$ cat config.mk
export PLATFORM = sky130hd
export DESIGN_NAME = sample_statistics_accumulator_flat
export DESIGN_NICKNAME = d
export VERILOG_FILES = /design/src/hdl/sac_pkg.sv /design/src/hdl/sac_req_if.sv /design/src/hdl/sac_rsp_if.sv /design/src/hdl/sac_mul.sv /design/src/hdl/sac_div.sv /design/src/hdl/sample_statistics_accumulator.sv /design/src/flat_wrapper.sv
export SDC_FILE = /design/constraint.sdc
export NUM_CORES = 2
export LEC_CHECK = 0
export BUFFER_PORTS_ARGS = -buffer_cell sky130_fd_sc_hd__buf_4
export CORE_UTILIZATION = 45
export DETAILED_ROUTE_END_ITERATION = 10
export GPL_TIMING_DRIVEN = 0
export PLACE_DENSITY_LB_ADDON = 0.12
export SLEW_MARGIN = 20
export SYNTH_ARGS = -nofsm -noshare
export SYNTH_HDL_FRONTEND = slang
export SYNTH_HIERARCHICAL = 1
export SYNTH_SLANG_ARGS = --single-unit
$ cat constraint.sdc
create_clock -name clock -period 11.9 [get_ports clock]
set_input_delay 1.19 -clock clock [delete_from_list [all_inputs] [get_ports clock]]
set_output_delay 1.19 -clock clock [all_outputs]
set_load 0.03 [all_outputs]
$ cat src/hdl/sac_pkg.sv
// ----------------------------------------------------------------------------
// Sample statistics accumulator package
// Widths, request codes and shared types for the accumulator and its units.
// ----------------------------------------------------------------------------
package sac_pkg;

   localparam int SAMPLE_BITS = 10;
   localparam int COUNT_BITS  = 20;
   localparam int TIME_BITS   = 32;
   localparam int FRAC_BITS   = 8;

   localparam int MIN_BITS  = SAMPLE_BITS + 1;
   localparam int SUM_BITS  = SAMPLE_BITS + COUNT_BITS;
   localparam int SQ_BITS   = 2 * SAMPLE_BITS + COUNT_BITS;
   localparam int HALF_SQ   = SQ_BITS / 2;
   localparam int MEAN_BITS = SAMPLE_BITS + FRAC_BITS;
   localparam int VAR_BITS  = 2 * SAMPLE_BITS + 7;

   // Shared multiplier operand and product widths.
   localparam int MUL_BITS  = SUM_BITS;
   localparam int PROD_BITS = 2 * MUL_BITS;

   // n * sumsq numerator and n * (n - 1) denominator.
   localparam int NUM_BITS  = COUNT_BITS + SQ_BITS;
   localparam int DEN_BITS  = 2 * COUNT_BITS;

   // Divider: partial remainder as wide as the divisor, dividend tail bits.
   localparam int LOW_BITS  = VAR_BITS;
   localparam int STEP_BITS = $clog2(LOW_BITS + 1);

   localparam logic [COUNT_BITS-1:0] COUNT_MAX = {COUNT_BITS{1'b1}};
   localparam logic [MIN_BITS-1:0]   MIN_RESET = {1'b1, {SAMPLE_BITS{1'b0}}};

   typedef logic [1:0] req_code_type;
   localparam req_code_type REQ_SAMPLE = 2'd0;
   localparam req_code_type REQ_CLEAR  = 2'd1;
   localparam req_code_type REQ_BEGIN  = 2'd2;
   localparam req_code_type REQ_END    = 2'd3;

   typedef struct packed {
      logic                 start;
      logic [DEN_BITS-1:0]  rem_init;
      logic [LOW_BITS-1:0]  low_bits;
      logic [DEN_BITS-1:0]  divisor;
      logic [STEP_BITS-1:0] steps;
   } div_cmd_type;

   typedef struct packed {
      logic                busy;
      logic                done;
      logic [LOW_BITS-1:0] quotient;
   } div_sts_type;

   typedef struct packed {
      logic [COUNT_BITS-1:0] count;
      logic [MIN_BITS-1:0]   min_value;
      logic [SAMPLE_BITS-1:0] max_value;
      logic [MEAN_BITS-1:0]  mean_q8;
      logic [VAR_BITS-1:0]   variance_q8;
      logic [TIME_BITS-1:0]  start_time;
      logic [TIME_BITS-1:0]  end_time;
      logic                  saturated;
   } rsp_payload_type;

endpackage

$ cat src/hdl/sac_req_if.sv
// ----------------------------------------------------------------------------
// Request channel interface
// Valid/ready channel carrying one request beat: code, sample and time.
// ----------------------------------------------------------------------------
interface sac_req_if;
   import sac_pkg::*;

   logic                   valid;
   logic                   ready;
   req_code_type           req_type;
   logic [SAMPLE_BITS-1:0] sample;
   logic [TIME_BITS-1:0]   time_ms;

   modport source (output valid, output req_type, output sample, output time_ms,
                   input ready);
   modport sink   (input valid, input req_type, input sample, input time_ms,
                   output ready);
endinterface

$ cat src/hdl/sac_rsp_if.sv
// ----------------------------------------------------------------------------
// Response channel interface
// Valid/ready channel carrying one statistics report beat.
// ----------------------------------------------------------------------------
interface sac_rsp_if;
   import sac_pkg::*;

   logic                   valid;
   logic                   ready;
   logic [COUNT_BITS-1:0]  count;
   logic [MIN_BITS-1:0]    min_value;
   logic [SAMPLE_BITS-1:0] max_value;
   logic [MEAN_BITS-1:0]   mean_q8;
   logic [VAR_BITS-1:0]    variance_q8;
   logic [TIME_BITS-1:0]   start_time;
   logic [TIME_BITS-1:0]   end_time;
   logic                   saturated;

   modport source (output valid, output count, output min_value, output max_value,
                   output mean_q8, output variance_q8, output start_time,
                   output end_time, output saturated, input ready);
   modport sink   (input valid, input count, input min_value, input max_value,
                   input mean_q8, input variance_q8, input start_time,
                   input end_time, input saturated, output ready);
endinterface

$ cat src/hdl/sac_mul.sv
// ----------------------------------------------------------------------------
// Shared multiplier
// Unsigned multiplier with a registered product, one result per cycle.
// ----------------------------------------------------------------------------
module sac_mul (
   input  logic                          clock,
   input  logic [sac_pkg::MUL_BITS-1:0]  mul_a,
   input  logic [sac_pkg::MUL_BITS-1:0]  mul_b,
   output logic [sac_pkg::PROD_BITS-1:0] product
);
   import sac_pkg::*;

   logic [PROD_BITS-1:0] product_ff;
   logic [PROD_BITS-1:0] product_in;

   assign product_in = PROD_BITS'(mul_a) * PROD_BITS'(mul_b);

   always_ff @(posedge clock) begin
      product_ff <= product_in;
   end

   assign product = product_ff;
endmodule

$ cat src/hdl/sac_div.sv
// ----------------------------------------------------------------------------
// Restoring divider
// Produces one quotient bit per cycle from a preloaded partial remainder.
// ----------------------------------------------------------------------------
module sac_div (
   input  logic                 clock,
   input  logic                 reset,
   input  sac_pkg::div_cmd_type cmd,
   output sac_pkg::div_sts_type sts
);
   import sac_pkg::*;

   logic [DEN_BITS-1:0]  rem_ff, rem_in;
   logic [LOW_BITS-1:0]  low_ff, low_in;
   logic [LOW_BITS-1:0]  quo_ff, quo_in;
   logic [DEN_BITS-1:0]  div_ff, div_in;
   logic [STEP_BITS-1:0] cnt_ff, cnt_in;
   logic                 busy_ff, busy_in;
   logic                 done_ff, done_in;

   logic [DEN_BITS:0] shifted;
   logic [DEN_BITS:0] trial;
   logic              take;

   // Bring down the next dividend bit and try a subtraction.
   assign shifted = {rem_ff, low_ff[LOW_BITS-1]};
   assign trial   = shifted - {1'b0, div_ff};
   assign take    = (shifted >= {1'b0, div_ff});

   always_comb begin
      rem_in  = rem_ff;
      low_in  = low_ff;
      quo_in  = quo_ff;
      div_in  = div_ff;
      cnt_in  = cnt_ff;
      busy_in = busy_ff;
      done_in = 1'b0;
      if (cmd.start) begin
         rem_in  = cmd.rem_init;
         low_in  = cmd.low_bits;
         quo_in  = '0;
         div_in  = cmd.divisor;
         cnt_in  = cmd.steps;
         busy_in = 1'b1;
      end else if (busy_ff) begin
         rem_in = take ? trial[DEN_BITS-1:0] : shifted[DEN_BITS-1:0];
         low_in = {low_ff[LOW_BITS-2:0], 1'b0};
         quo_in = {quo_ff[LOW_BITS-2:0], take};
         cnt_in = cnt_ff - 1'b1;
         if (cnt_ff == STEP_BITS'(1)) begin
            busy_in = 1'b0;
            done_in = 1'b1;
         end
      end
   end

   always_ff @(posedge clock) begin
      if (reset) begin
         busy_ff <= 1'b0;
         done_ff <= 1'b0;
         cnt_ff  <= '0;
      end else begin
         busy_ff <= busy_in;
         done_ff <= done_in;
         cnt_ff  <= cnt_in;
      end
      rem_ff <= rem_in;
      low_ff <= low_in;
      quo_ff <= quo_in;
      div_ff <= div_in;
   end

   assign sts.busy     = busy_ff;
   assign sts.done     = done_ff;
   assign sts.quotient = quo_ff;
endmodule

$ cat src/hdl/sample_statistics_accumulator.sv
// ----------------------------------------------------------------------------
// Sample statistics accumulator
// Running count, minimum, maximum, mean and variance of converter samples.
// ----------------------------------------------------------------------------
// Every request beat on req_port is a sample, a clear, a window begin or a
// window end. Each request produces exactly one report beat on rsp_port with
// the statistics as they stand after that request: count, minimum, maximum,
// mean and sample variance with eight fraction bits, the window times and a
// saturation flag.
// The block takes one request at a time. A request runs through one shared
// 30x30 multiplier for five products (the sample square, two halves of
// n * sumsq, sum squared and n * (n - 1)), then one radix-2 divider for 18
// mean steps and 27 variance steps. A new request is not accepted until
// the report of the last one has been passed to the output register.
// The report sits in an output register, so a new request is accepted while
// an earlier report still waits; if the receiver stalls, the next report
// waits in the sequencer until the output register frees.
// Reset (synchronous, active high) clears every statistic to its empty value:
// count zero, minimum one above full scale, maximum zero, window times zero.
// ----------------------------------------------------------------------------
module sample_statistics_accumulator (
   input logic      clock,
   input logic      reset,
   sac_req_if.sink  req_port,
   sac_rsp_if.source rsp_port
);
   import sac_pkg::*;

   typedef enum logic [11:0] {
      ST_IDLE      = 12'b0000_0000_0001,
      ST_SQR       = 12'b0000_0000_0010,
      ST_ADD_SQ    = 12'b0000_0000_0100,
      ST_MUL_LO    = 12'b0000_0000_1000,
      ST_MUL_HI    = 12'b0000_0001_0000,
      ST_MUL_SQ    = 12'b0000_0010_0000,
      ST_MUL_DEN   = 12'b0000_0100_0000,
      ST_MEAN_GO   = 12'b0000_1000_0000,
      ST_MEAN_WAIT = 12'b0001_0000_0000,
      ST_VAR_GO    = 12'b0010_0000_0000,
      ST_VAR_WAIT  = 12'b0100_0000_0000,
      ST_FINISH    = 12'b1000_0000_0000
   } state_type;

   state_type state_ff, state_in;

   // Architectural statistics.
   logic [COUNT_BITS-1:0]  count_ff, count_in;
   logic [MIN_BITS-1:0]    min_ff, min_in;
   logic [SAMPLE_BITS-1:0] max_ff, max_in;
   logic [SUM_BITS-1:0]    sum_ff, sum_in;
   logic [SQ_BITS-1:0]     sumsq_ff, sumsq_in;
   logic [TIME_BITS-1:0]   start_ff, start_in;
   logic [TIME_BITS-1:0]   end_ff, end_in;
   logic                   sat_ff, sat_in;

   // Working registers for the derived values.
   logic [SAMPLE_BITS-1:0] smp_ff, smp_in;
   logic                   applied_ff, applied_in;
   logic [NUM_BITS-1:0]    acc_ff, acc_in;
   logic [NUM_BITS-1:0]    spread_ff, spread_in;
   logic                   neg_ff, neg_in;
   logic [DEN_BITS-1:0]    den_ff, den_in;
   logic [MEAN_BITS-1:0]   mean_ff, mean_in;
   logic [VAR_BITS-1:0]    var_ff, var_in;

   // Output register.
   logic            rsp_valid_ff, rsp_valid_in;
   rsp_payload_type rsp_data_ff, rsp_data_in;

   logic [MUL_BITS-1:0]  mul_a, mul_b;
   logic [PROD_BITS-1:0] product;
   logic [NUM_BITS:0]    diff;
   logic                 accept;
   logic                 out_free;
   div_cmd_type          div_cmd;
   div_sts_type          div_sts;

   sac_mul u_mul (
      .clock   (clock),
      .mul_a   (mul_a),
      .mul_b   (mul_b),
      .product (product)
   );

   sac_div u_div (
      .clock (clock),
      .reset (reset),
      .cmd   (div_cmd),
      .sts   (div_sts)
   );

   assign req_port.ready = (state_ff == ST_IDLE);
   assign accept         = req_port.valid && req_port.ready;
   assign out_free       = !rsp_valid_ff || rsp_port.ready;

   // n * sumsq minus sum squared, with the borrow telling a negative spread.
   assign diff = {1'b0, acc_ff} - {1'b0, product[NUM_BITS-1:0]};

   // Operands for the shared multiplier; the product appears one state later.
   always_comb begin
      mul_a = '0;
      mul_b = '0;
      case (state_ff)
         ST_SQR: begin
            mul_a = MUL_BITS'(smp_ff);
            mul_b = MUL_BITS'(smp_ff);
         end
         ST_MUL_LO: begin
            mul_a = MUL_BITS'(count_ff);
            mul_b = MUL_BITS'(sumsq_ff[HALF_SQ-1:0]);
         end
         ST_MUL_HI: begin
            mul_a = MUL_BITS'(count_ff);
            mul_b = MUL_BITS'(sumsq_ff[SQ_BITS-1:HALF_SQ]);
         end
         ST_MUL_SQ: begin
            mul_a = sum_ff;
            mul_b = sum_ff;
         end
         ST_MUL_DEN: begin
            mul_a = MUL_BITS'(count_ff);
            mul_b = MUL_BITS'(count_ff - 1'b1);
         end
         default: begin
            mul_a = '0;
            mul_b = '0;
         end
      endcase
   end

   // Divider commands: the mean divides sum * 256 by n, the variance divides
   // the spread * 256 by n * (n - 1). Only the quotient bits that can be set
   // are stepped, so the partial remainder starts from the upper dividend.
   always_comb begin
      div_cmd = '0;
      if (state_ff == ST_MEAN_GO) begin
         div_cmd.start    = 1'b1;
         div_cmd.rem_init = DEN_BITS'(sum_ff[SUM_BITS-1:SAMPLE_BITS]);
         div_cmd.low_bits = {sum_ff[SAMPLE_BITS-1:0], {(LOW_BITS - SAMPLE_BITS){1'b0}}};
         div_cmd.divisor  = DEN_BITS'(count_ff);
         div_cmd.steps    = STEP_BITS'(MEAN_BITS);
      end else if (state_ff == ST_VAR_GO) begin
         div_cmd.start    = 1'b1;
         div_cmd.rem_init = spread_ff[VAR_BITS-FRAC_BITS+DEN_BITS-1 -: DEN_BITS];
         div_cmd.low_bits = {spread_ff[VAR_BITS-FRAC_BITS-1:0], {FRAC_BITS{1'b0}}};
         div_cmd.divisor  = den_ff;
         div_cmd.steps    = STEP_BITS'(VAR_BITS);
      end
   end

   always_comb begin
      state_in     = state_ff;
      count_in     = count_ff;
      min_in       = min_ff;
      max_in       = max_ff;
      sum_in       = sum_ff;
      sumsq_in     = sumsq_ff;
      start_in     = start_ff;
      end_in       = end_ff;
      sat_in       = sat_ff;
      smp_in       = smp_ff;
      applied_in   = applied_ff;
      acc_in       = acc_ff;
      spread_in    = spread_ff;
      neg_in       = neg_ff;
      den_in       = den_ff;
      mean_in      = mean_ff;
      var_in       = var_ff;
      rsp_data_in  = rsp_data_ff;
      rsp_valid_in = rsp_port.ready ? 1'b0 : rsp_valid_ff;

      case (state_ff)
         ST_IDLE: begin
            if (accept) begin
               state_in   = ST_SQR;
               smp_in     = req_port.sample;
               applied_in = 1'b0;
               case (req_port.req_type)
                  REQ_SAMPLE: begin
                     // A full counter drops the sample and flags it.
                     if (count_ff == COUNT_MAX) begin
                        sat_in = 1'b1;
                     end else begin
                        applied_in = 1'b1;
                        count_in   = count_ff + 1'b1;
                        if (MIN_BITS'(req_port.sample) < min_ff) begin
                           min_in = MIN_BITS'(req_port.sample);
                        end
                        if (req_port.sample > max_ff) begin
                           max_in = req_port.sample;
                        end
                        sum_in = sum_ff + SUM_BITS'(req_port.sample);
                     end
                  end
                  REQ_CLEAR: begin
                     count_in = '0;
                     min_in   = MIN_RESET;
                     max_in   = '0;
                     sum_in   = '0;
                     sumsq_in = '0;
                     start_in = '0;
                     end_in   = '0;
                     sat_in   = 1'b0;
                  end
                  REQ_BEGIN: begin
                     // Only an unset start time is taken.
                     if (start_ff == '0) begin
                        start_in = req_port.time_ms;
                     end
                  end
                  default: begin
                     end_in = req_port.time_ms;
                  end
               endcase
            end
         end
         ST_SQR: begin
            state_in = ST_ADD_SQ;
         end
         ST_ADD_SQ: begin
            if (applied_ff) begin
               sumsq_in = sumsq_ff + SQ_BITS'(product[2*SAMPLE_BITS-1:0]);
            end
            state_in = ST_MUL_LO;
         end
         ST_MUL_LO: begin
            state_in = ST_MUL_HI;
         end
         ST_MUL_HI: begin
            acc_in   = product[NUM_BITS-1:0];
            state_in = ST_MUL_SQ;
         end
         ST_MUL_SQ: begin
            acc_in   = acc_ff + {product[NUM_BITS-HALF_SQ-1:0], {HALF_SQ{1'b0}}};
            state_in = ST_MUL_DEN;
         end
         ST_MUL_DEN: begin
            spread_in = diff[NUM_BITS-1:0];
            neg_in    = diff[NUM_BITS];
            state_in  = ST_MEAN_GO;
         end
         ST_MEAN_GO: begin
            den_in   = product[DEN_BITS-1:0];
            state_in = ST_MEAN_WAIT;
         end
         ST_MEAN_WAIT: begin
            if (div_sts.done) begin
               mean_in  = (count_ff == '0) ? '0 : div_sts.quotient[MEAN_BITS-1:0];
               state_in = ST_VAR_GO;
            end
         end
         ST_VAR_GO: begin
            state_in = ST_VAR_WAIT;
         end
         ST_VAR_WAIT: begin
            if (div_sts.done) begin
               var_in = (count_ff < COUNT_BITS'(2) || neg_ff) ? '0
                        : div_sts.quotient[VAR_BITS-1:0];
               state_in = ST_FINISH;
            end
         end
         ST_FINISH: begin
            if (out_free) begin
               rsp_valid_in            = 1'b1;
               rsp_data_in.count       = count_ff;
               rsp_data_in.min_value   = min_ff;
               rsp_data_in.max_value   = max_ff;
               rsp_data_in.mean_q8     = mean_ff;
               rsp_data_in.variance_q8 = var_ff;
               rsp_data_in.start_time  = start_ff;
               rsp_data_in.end_time    = end_ff;
               rsp_data_in.saturated   = sat_ff;
               state_in                = ST_IDLE;
            end
         end
         default: begin
            state_in = ST_IDLE;
         end
      endcase
   end

   always_ff @(posedge clock) begin
      if (reset) begin
         state_ff     <= ST_IDLE;
         rsp_valid_ff <= 1'b0;
         count_ff     <= '0;
         min_ff       <= MIN_RESET;
         max_ff       <= '0;
         sum_ff       <= '0;
         sumsq_ff     <= '0;
         start_ff     <= '0;
         end_ff       <= '0;
         sat_ff       <= 1'b0;
      end else begin
         state_ff     <= state_in;
         rsp_valid_ff <= rsp_valid_in;
         count_ff     <= count_in;
         min_ff       <= min_in;
         max_ff       <= max_in;
         sum_ff       <= sum_in;
         sumsq_ff     <= sumsq_in;
         start_ff     <= start_in;
         end_ff       <= end_in;
         sat_ff       <= sat_in;
      end
      smp_ff      <= smp_in;
      applied_ff  <= applied_in;
      acc_ff      <= acc_in;
      spread_ff   <= spread_in;
      neg_ff      <= neg_in;
      den_ff      <= den_in;
      mean_ff     <= mean_in;
      var_ff      <= var_in;
      rsp_data_ff <= rsp_data_in;
   end

   assign rsp_port.valid       = rsp_valid_ff;
   assign rsp_port.count       = rsp_data_ff.count;
   assign rsp_port.min_value   = rsp_data_ff.min_value;
   assign rsp_port.max_value   = rsp_data_ff.max_value;
   assign rsp_port.mean_q8     = rsp_data_ff.mean_q8;
   assign rsp_port.variance_q8 = rsp_data_ff.variance_q8;
   assign rsp_port.start_time  = rsp_data_ff.start_time;
   assign rsp_port.end_time    = rsp_data_ff.end_time;
   assign rsp_port.saturated   = rsp_data_ff.saturated;

   // The divider only runs while a request is being worked on.
   a_div_idle: assert property (@(posedge clock) disable iff (reset)
      (state_ff == ST_IDLE) |-> !div_sts.busy)
      else $error("divider busy while the sequencer is idle");

   // A divider result is only ever produced where the sequencer waits for it.
   a_div_done: assert property (@(posedge clock) disable iff (reset)
      div_sts.done |-> (state_ff == ST_MEAN_WAIT || state_ff == ST_VAR_WAIT))
      else $error("divider finished outside a wait state");

   // A dropped sample can only have happened with a full counter.
   a_sat_full: assert property (@(posedge clock) disable iff (reset)
      rsp_valid_ff |-> (!rsp_data_ff.saturated || rsp_data_ff.count == COUNT_MAX))
      else $error("saturation reported below the maximum count");

   // An empty accumulator is exactly the one whose minimum is one above full scale.
   a_empty_min: assert property (@(posedge clock) disable iff (reset)
      rsp_valid_ff |-> ((rsp_data_ff.count == '0) == (rsp_data_ff.min_value == MIN_RESET)))
      else $error("count and minimum disagree on an empty accumulator");

endmodule
$ cat src/flat_wrapper.sv
// flat-port wrapper written by rule: the top's interface ports become plain ports
module sample_statistics_accumulator_flat import sac_pkg::*;
  (clock, reset, req_port_valid, req_port_req_type, req_port_sample, req_port_time_ms, req_port_ready, rsp_port_valid, rsp_port_count, rsp_port_min_value, rsp_port_max_value, rsp_port_mean_q8, rsp_port_variance_q8, rsp_port_start_time, rsp_port_end_time, rsp_port_saturated, rsp_port_ready);
  sac_req_if req_port_i ();
  sac_rsp_if rsp_port_i ();
  input logic clock;
  input logic reset;
  input wire logic [$bits(req_port_i.valid)-1:0] req_port_valid;
  input wire logic [$bits(req_port_i.req_type)-1:0] req_port_req_type;
  input wire logic [$bits(req_port_i.sample)-1:0] req_port_sample;
  input wire logic [$bits(req_port_i.time_ms)-1:0] req_port_time_ms;
  output wire logic [$bits(req_port_i.ready)-1:0] req_port_ready;
  output wire logic [$bits(rsp_port_i.valid)-1:0] rsp_port_valid;
  output wire logic [$bits(rsp_port_i.count)-1:0] rsp_port_count;
  output wire logic [$bits(rsp_port_i.min_value)-1:0] rsp_port_min_value;
  output wire logic [$bits(rsp_port_i.max_value)-1:0] rsp_port_max_value;
  output wire logic [$bits(rsp_port_i.mean_q8)-1:0] rsp_port_mean_q8;
  output wire logic [$bits(rsp_port_i.variance_q8)-1:0] rsp_port_variance_q8;
  output wire logic [$bits(rsp_port_i.start_time)-1:0] rsp_port_start_time;
  output wire logic [$bits(rsp_port_i.end_time)-1:0] rsp_port_end_time;
  output wire logic [$bits(rsp_port_i.saturated)-1:0] rsp_port_saturated;
  input wire logic [$bits(rsp_port_i.ready)-1:0] rsp_port_ready;
  assign req_port_i.valid = req_port_valid;
  assign req_port_i.req_type = req_port_req_type;
  assign req_port_i.sample = req_port_sample;
  assign req_port_i.time_ms = req_port_time_ms;
  assign req_port_ready = req_port_i.ready;
  assign rsp_port_valid = rsp_port_i.valid;
  assign rsp_port_count = rsp_port_i.count;
  assign rsp_port_min_value = rsp_port_i.min_value;
  assign rsp_port_max_value = rsp_port_i.max_value;
  assign rsp_port_mean_q8 = rsp_port_i.mean_q8;
  assign rsp_port_variance_q8 = rsp_port_i.variance_q8;
  assign rsp_port_start_time = rsp_port_i.start_time;
  assign rsp_port_end_time = rsp_port_i.end_time;
  assign rsp_port_saturated = rsp_port_i.saturated;
  assign rsp_port_i.ready = rsp_port_ready;
  sample_statistics_accumulator u_core (.clock(clock), .reset(reset), .req_port(req_port_i), .rsp_port(rsp_port_i));
endmodule
==> flow_summary.rst <==
.. list-table::
   :header-rows: 1

   * - Metric
     - Value
   * - Slack of the critical path
     - 0.294 ns
   * - Critical path capture point type
     - flip-flop
   * - Number of input and output port buffers inserted
     - 199
   * - Post-DP HPWL
     - 187000 um
   * - Global-route met3 utilization
     - 5.75%
   * - Number of DRC markers in iteration 0
     - 4759
   * - Number of nets at the end of the flow
     - 8574
   * - RD Place Congestion
     - 0.995
   * - Post-route DRC
     - 0
   * - Maximum frequency from static timing analysis
     - 86.2 MHz
   * - Most used routing layer
     - met2
   * - Wirelength, routed
     - 232000 um
   * - Filler cell count
     - 14127
   * - Area enclosed by the die boundary
     - 152000 um2
   * - Unrepaired setup endpoints after global routing
     - no
   * - Data arrival time at the worst-slack endpoint
     - 12.21 ns
   * - Mapped Avg Cell Area
     - 9.69 um2
   * - Clock skew after layout
     - 0.0344 ns
   * - Met1 track demand over resource in global routing
     - 43.6%
   * - Clk root buf
     - clkbuf_16
   * - Total core area
     - 150000 um2
   * - Hold WS
     - 0.419 ns
   * - Maximum cell stage delay along the critical path
     - 0.82 ns
   * - TritonCTS buffer count
     - 75
   * - Type of element launching the critical path
     - flip-flop
   * - Antenna violations before repair
     - 21
   * - Run status
     - finished clean
   * - Total power draw
     - 5530 uW
   * - Syn Inst Count
     - 7002
   * - Standard-cell row count
     - 142
   * - Worst slew pin tran
     - 1.19 ns
   * - Worst-case setup slack after placement
     - -0.437 ns
   * - Overall Global Routing Usage
     - 30.7%
   * - Post-layout util
     - 50.0%
   * - Final Setup Violations
     - 0
   * - Routed WL per cell
     - 24.7 um
   * - Count of maximum capacitance violations
     - 0
   * - Number of vias per cell after detailed routing
     - 5.55
   * - First-pass DRT Iterations
     - 6
   * - Pins Over Slew Limit
     - 0
   * - Share of layout cells above drive strength 1
     - 7.01%
   * - Synth Cell Area
     - 67800 um2
   * - Max_slew headroom
     - 20.8%
   * - Number of buffers inserted by hold repair at cts
     - 0
   * - Total number of H-tree levels
     - 3
   * - Cell type of the slowest stage on the worst timing path
     - clkdlybuf4s15_1
   * - CP dominant cell by count
     - fa_1
   * - Initial core utilization
     - 45.3%
   * - Final ANT Viol Nets
     - 0
   * - PD cells
     - 73.9 nW/um2
   * - Vertical die dimension
     - 390 um
   * - Final Hold Violating Endpoints
     - 0
   * - Final clock period utilization by the worst path
     - 97.5%
   * - VDD IR max
     - 0.000128 V
   * - GR met2 Demand/Resource
     - 47.1%
   * - GRT overflow
     - 0
   * - Kind of critical path
     - reg2reg
   * - Global-route wire length before repair
     - 344000 um
   * - Vias after detailed routing
     - 52163
   * - Leak Pwr
     - 0.0336 uW
   * - Vias in the first global route
     - 52549
   * - Required time worst endpoint
     - 12.51 ns
   * - Num ports
     - 201
   * - Sinks on Clock Net
     - 757
   * - Maximum number of pins on one net before global-route repair
     - 50
   * - Area growth from synthesis to final layout
     - 10.4%
   * - Hold crit path type
     - reg2reg
   * - Yosys Warn Count
     - 6
   * - Largest fanout on the critical path
     - 10
   * - DIE WIDTH
     - 390 um
   * - Post-route minimum period
     - 11.61 ns
   * - Clock transition at path regs
     - 0.07 ns
   * - Skew-Pair Late Insertion Delay
     - 0.68 ns
   * - CTS tree
     - done
   * - Number of buffers on the longest clock path
     - 3
## routing by layer
layer	vias up	wire length, um
li1	23445	-
met1	26186	101000
met2	2155	101000
met3	373	21200
met4	4	8500
met5	-	26
## metrics by stage
stage                     TNS (ns)  cells  cell area [um2]
after floorplan                  0   7010            67900
after global placement       -6.84   9225            71900
after detailed placement     -1.95   9239            72200
after CTS                        0   9379            74800
after global routing             0   9381            74900
final                            0   9395            74900
## cell usage in the layout, fill, tap and decap left out, drive strengths merged, types with 20 or more instances in the layout
cell,n
edfxtp,474
ha,440
o21a,25
nand2,765
nor2b,44
nand2b,29
fa,785
nor3,51
inv,1062
a31oi,31
a21oi,347
mux2,33
nand3,106
o31ai,24
clkinv,20
and2,640
dfxtp,283
a22o,65
or4,22
o211ai,32
o21ai,212
and3,45
o21bai,39
nor2,274
buf,245
clkbuf,439
nor3b,20
mux2i,55
nand4,53
a21o,136
nor4,25
a22oi,36
xor2,111
xnor2,161
## timing repair
action                     in CTS  in global routing
setup buffers                   0                  1
pin swaps                       0                  1
resized for setup              25                114
setup endpoints to repair      13                 24
## area by class of cell
cell class / count / area, um2 / share of cell area [%]
multi-input cells: 4828 / 42600 / 56.9
clock inverters: 35 / 414 / 0.553
clock buffers: 105 / 2100 / 2.81
flip-flops and latches: 757 / 19900 / 26.6
inverters: 1055 / 3960 / 5.29
well taps: 2016 / 2520 / 3.37
repair buffers: 214 / 1770 / 2.37
plain buffers: 370 / 1550 / 2.07
diodes: 15 / 37.5 / 0.0501
## power by group
part / internal [uW] / leakage (uW) / switching [uW]
logic: 74.8 / 0.0256 / 208
clock network: 1350 / 0.00121 / 1090
registers: 2780 / 0.00683 / 21.2
## final timing paths
check / startpoint / to / slack [ns] / cells after the start
worst max-delay path: u_core/state_ff[3] / u_core/u_mul/product[51] / 0.29 / 31
worst min-delay path: u_core/var_ff[21] / u_core/rsp_port.variance_q8[21] / 0.42 / 0
worst max register to register: u_core/state_ff[3] / u_core/u_mul/product[51] / 0.29 / 31
worst min register to register: u_core/var_ff[21] / u_core/rsp_port.variance_q8[21] / 0.42 / 0
## critical path, delay by kind of cell (launching register included)
family          cells  cell delay, ns
compound gates      5            1.46
xor+xnor            1            0.15
fa+ha+maj           9            4.64
buf+inv             6            1.74
flops               1            0.34
simple gates       10            3.17
## flip-flops by register name, indices dropped and copies added, names as in the netlist, 40 cells and up
signal                cells
u_core/u_div/rem_ff      40
u_core/sumsq_ff          40
u_core/u_div/div_ff      40
u_core/u_mul/product     60
u_core/spread_ff         59
u_core/acc_ff            60
u_core/den_ff            40
(Power assumes the default switching activity.)
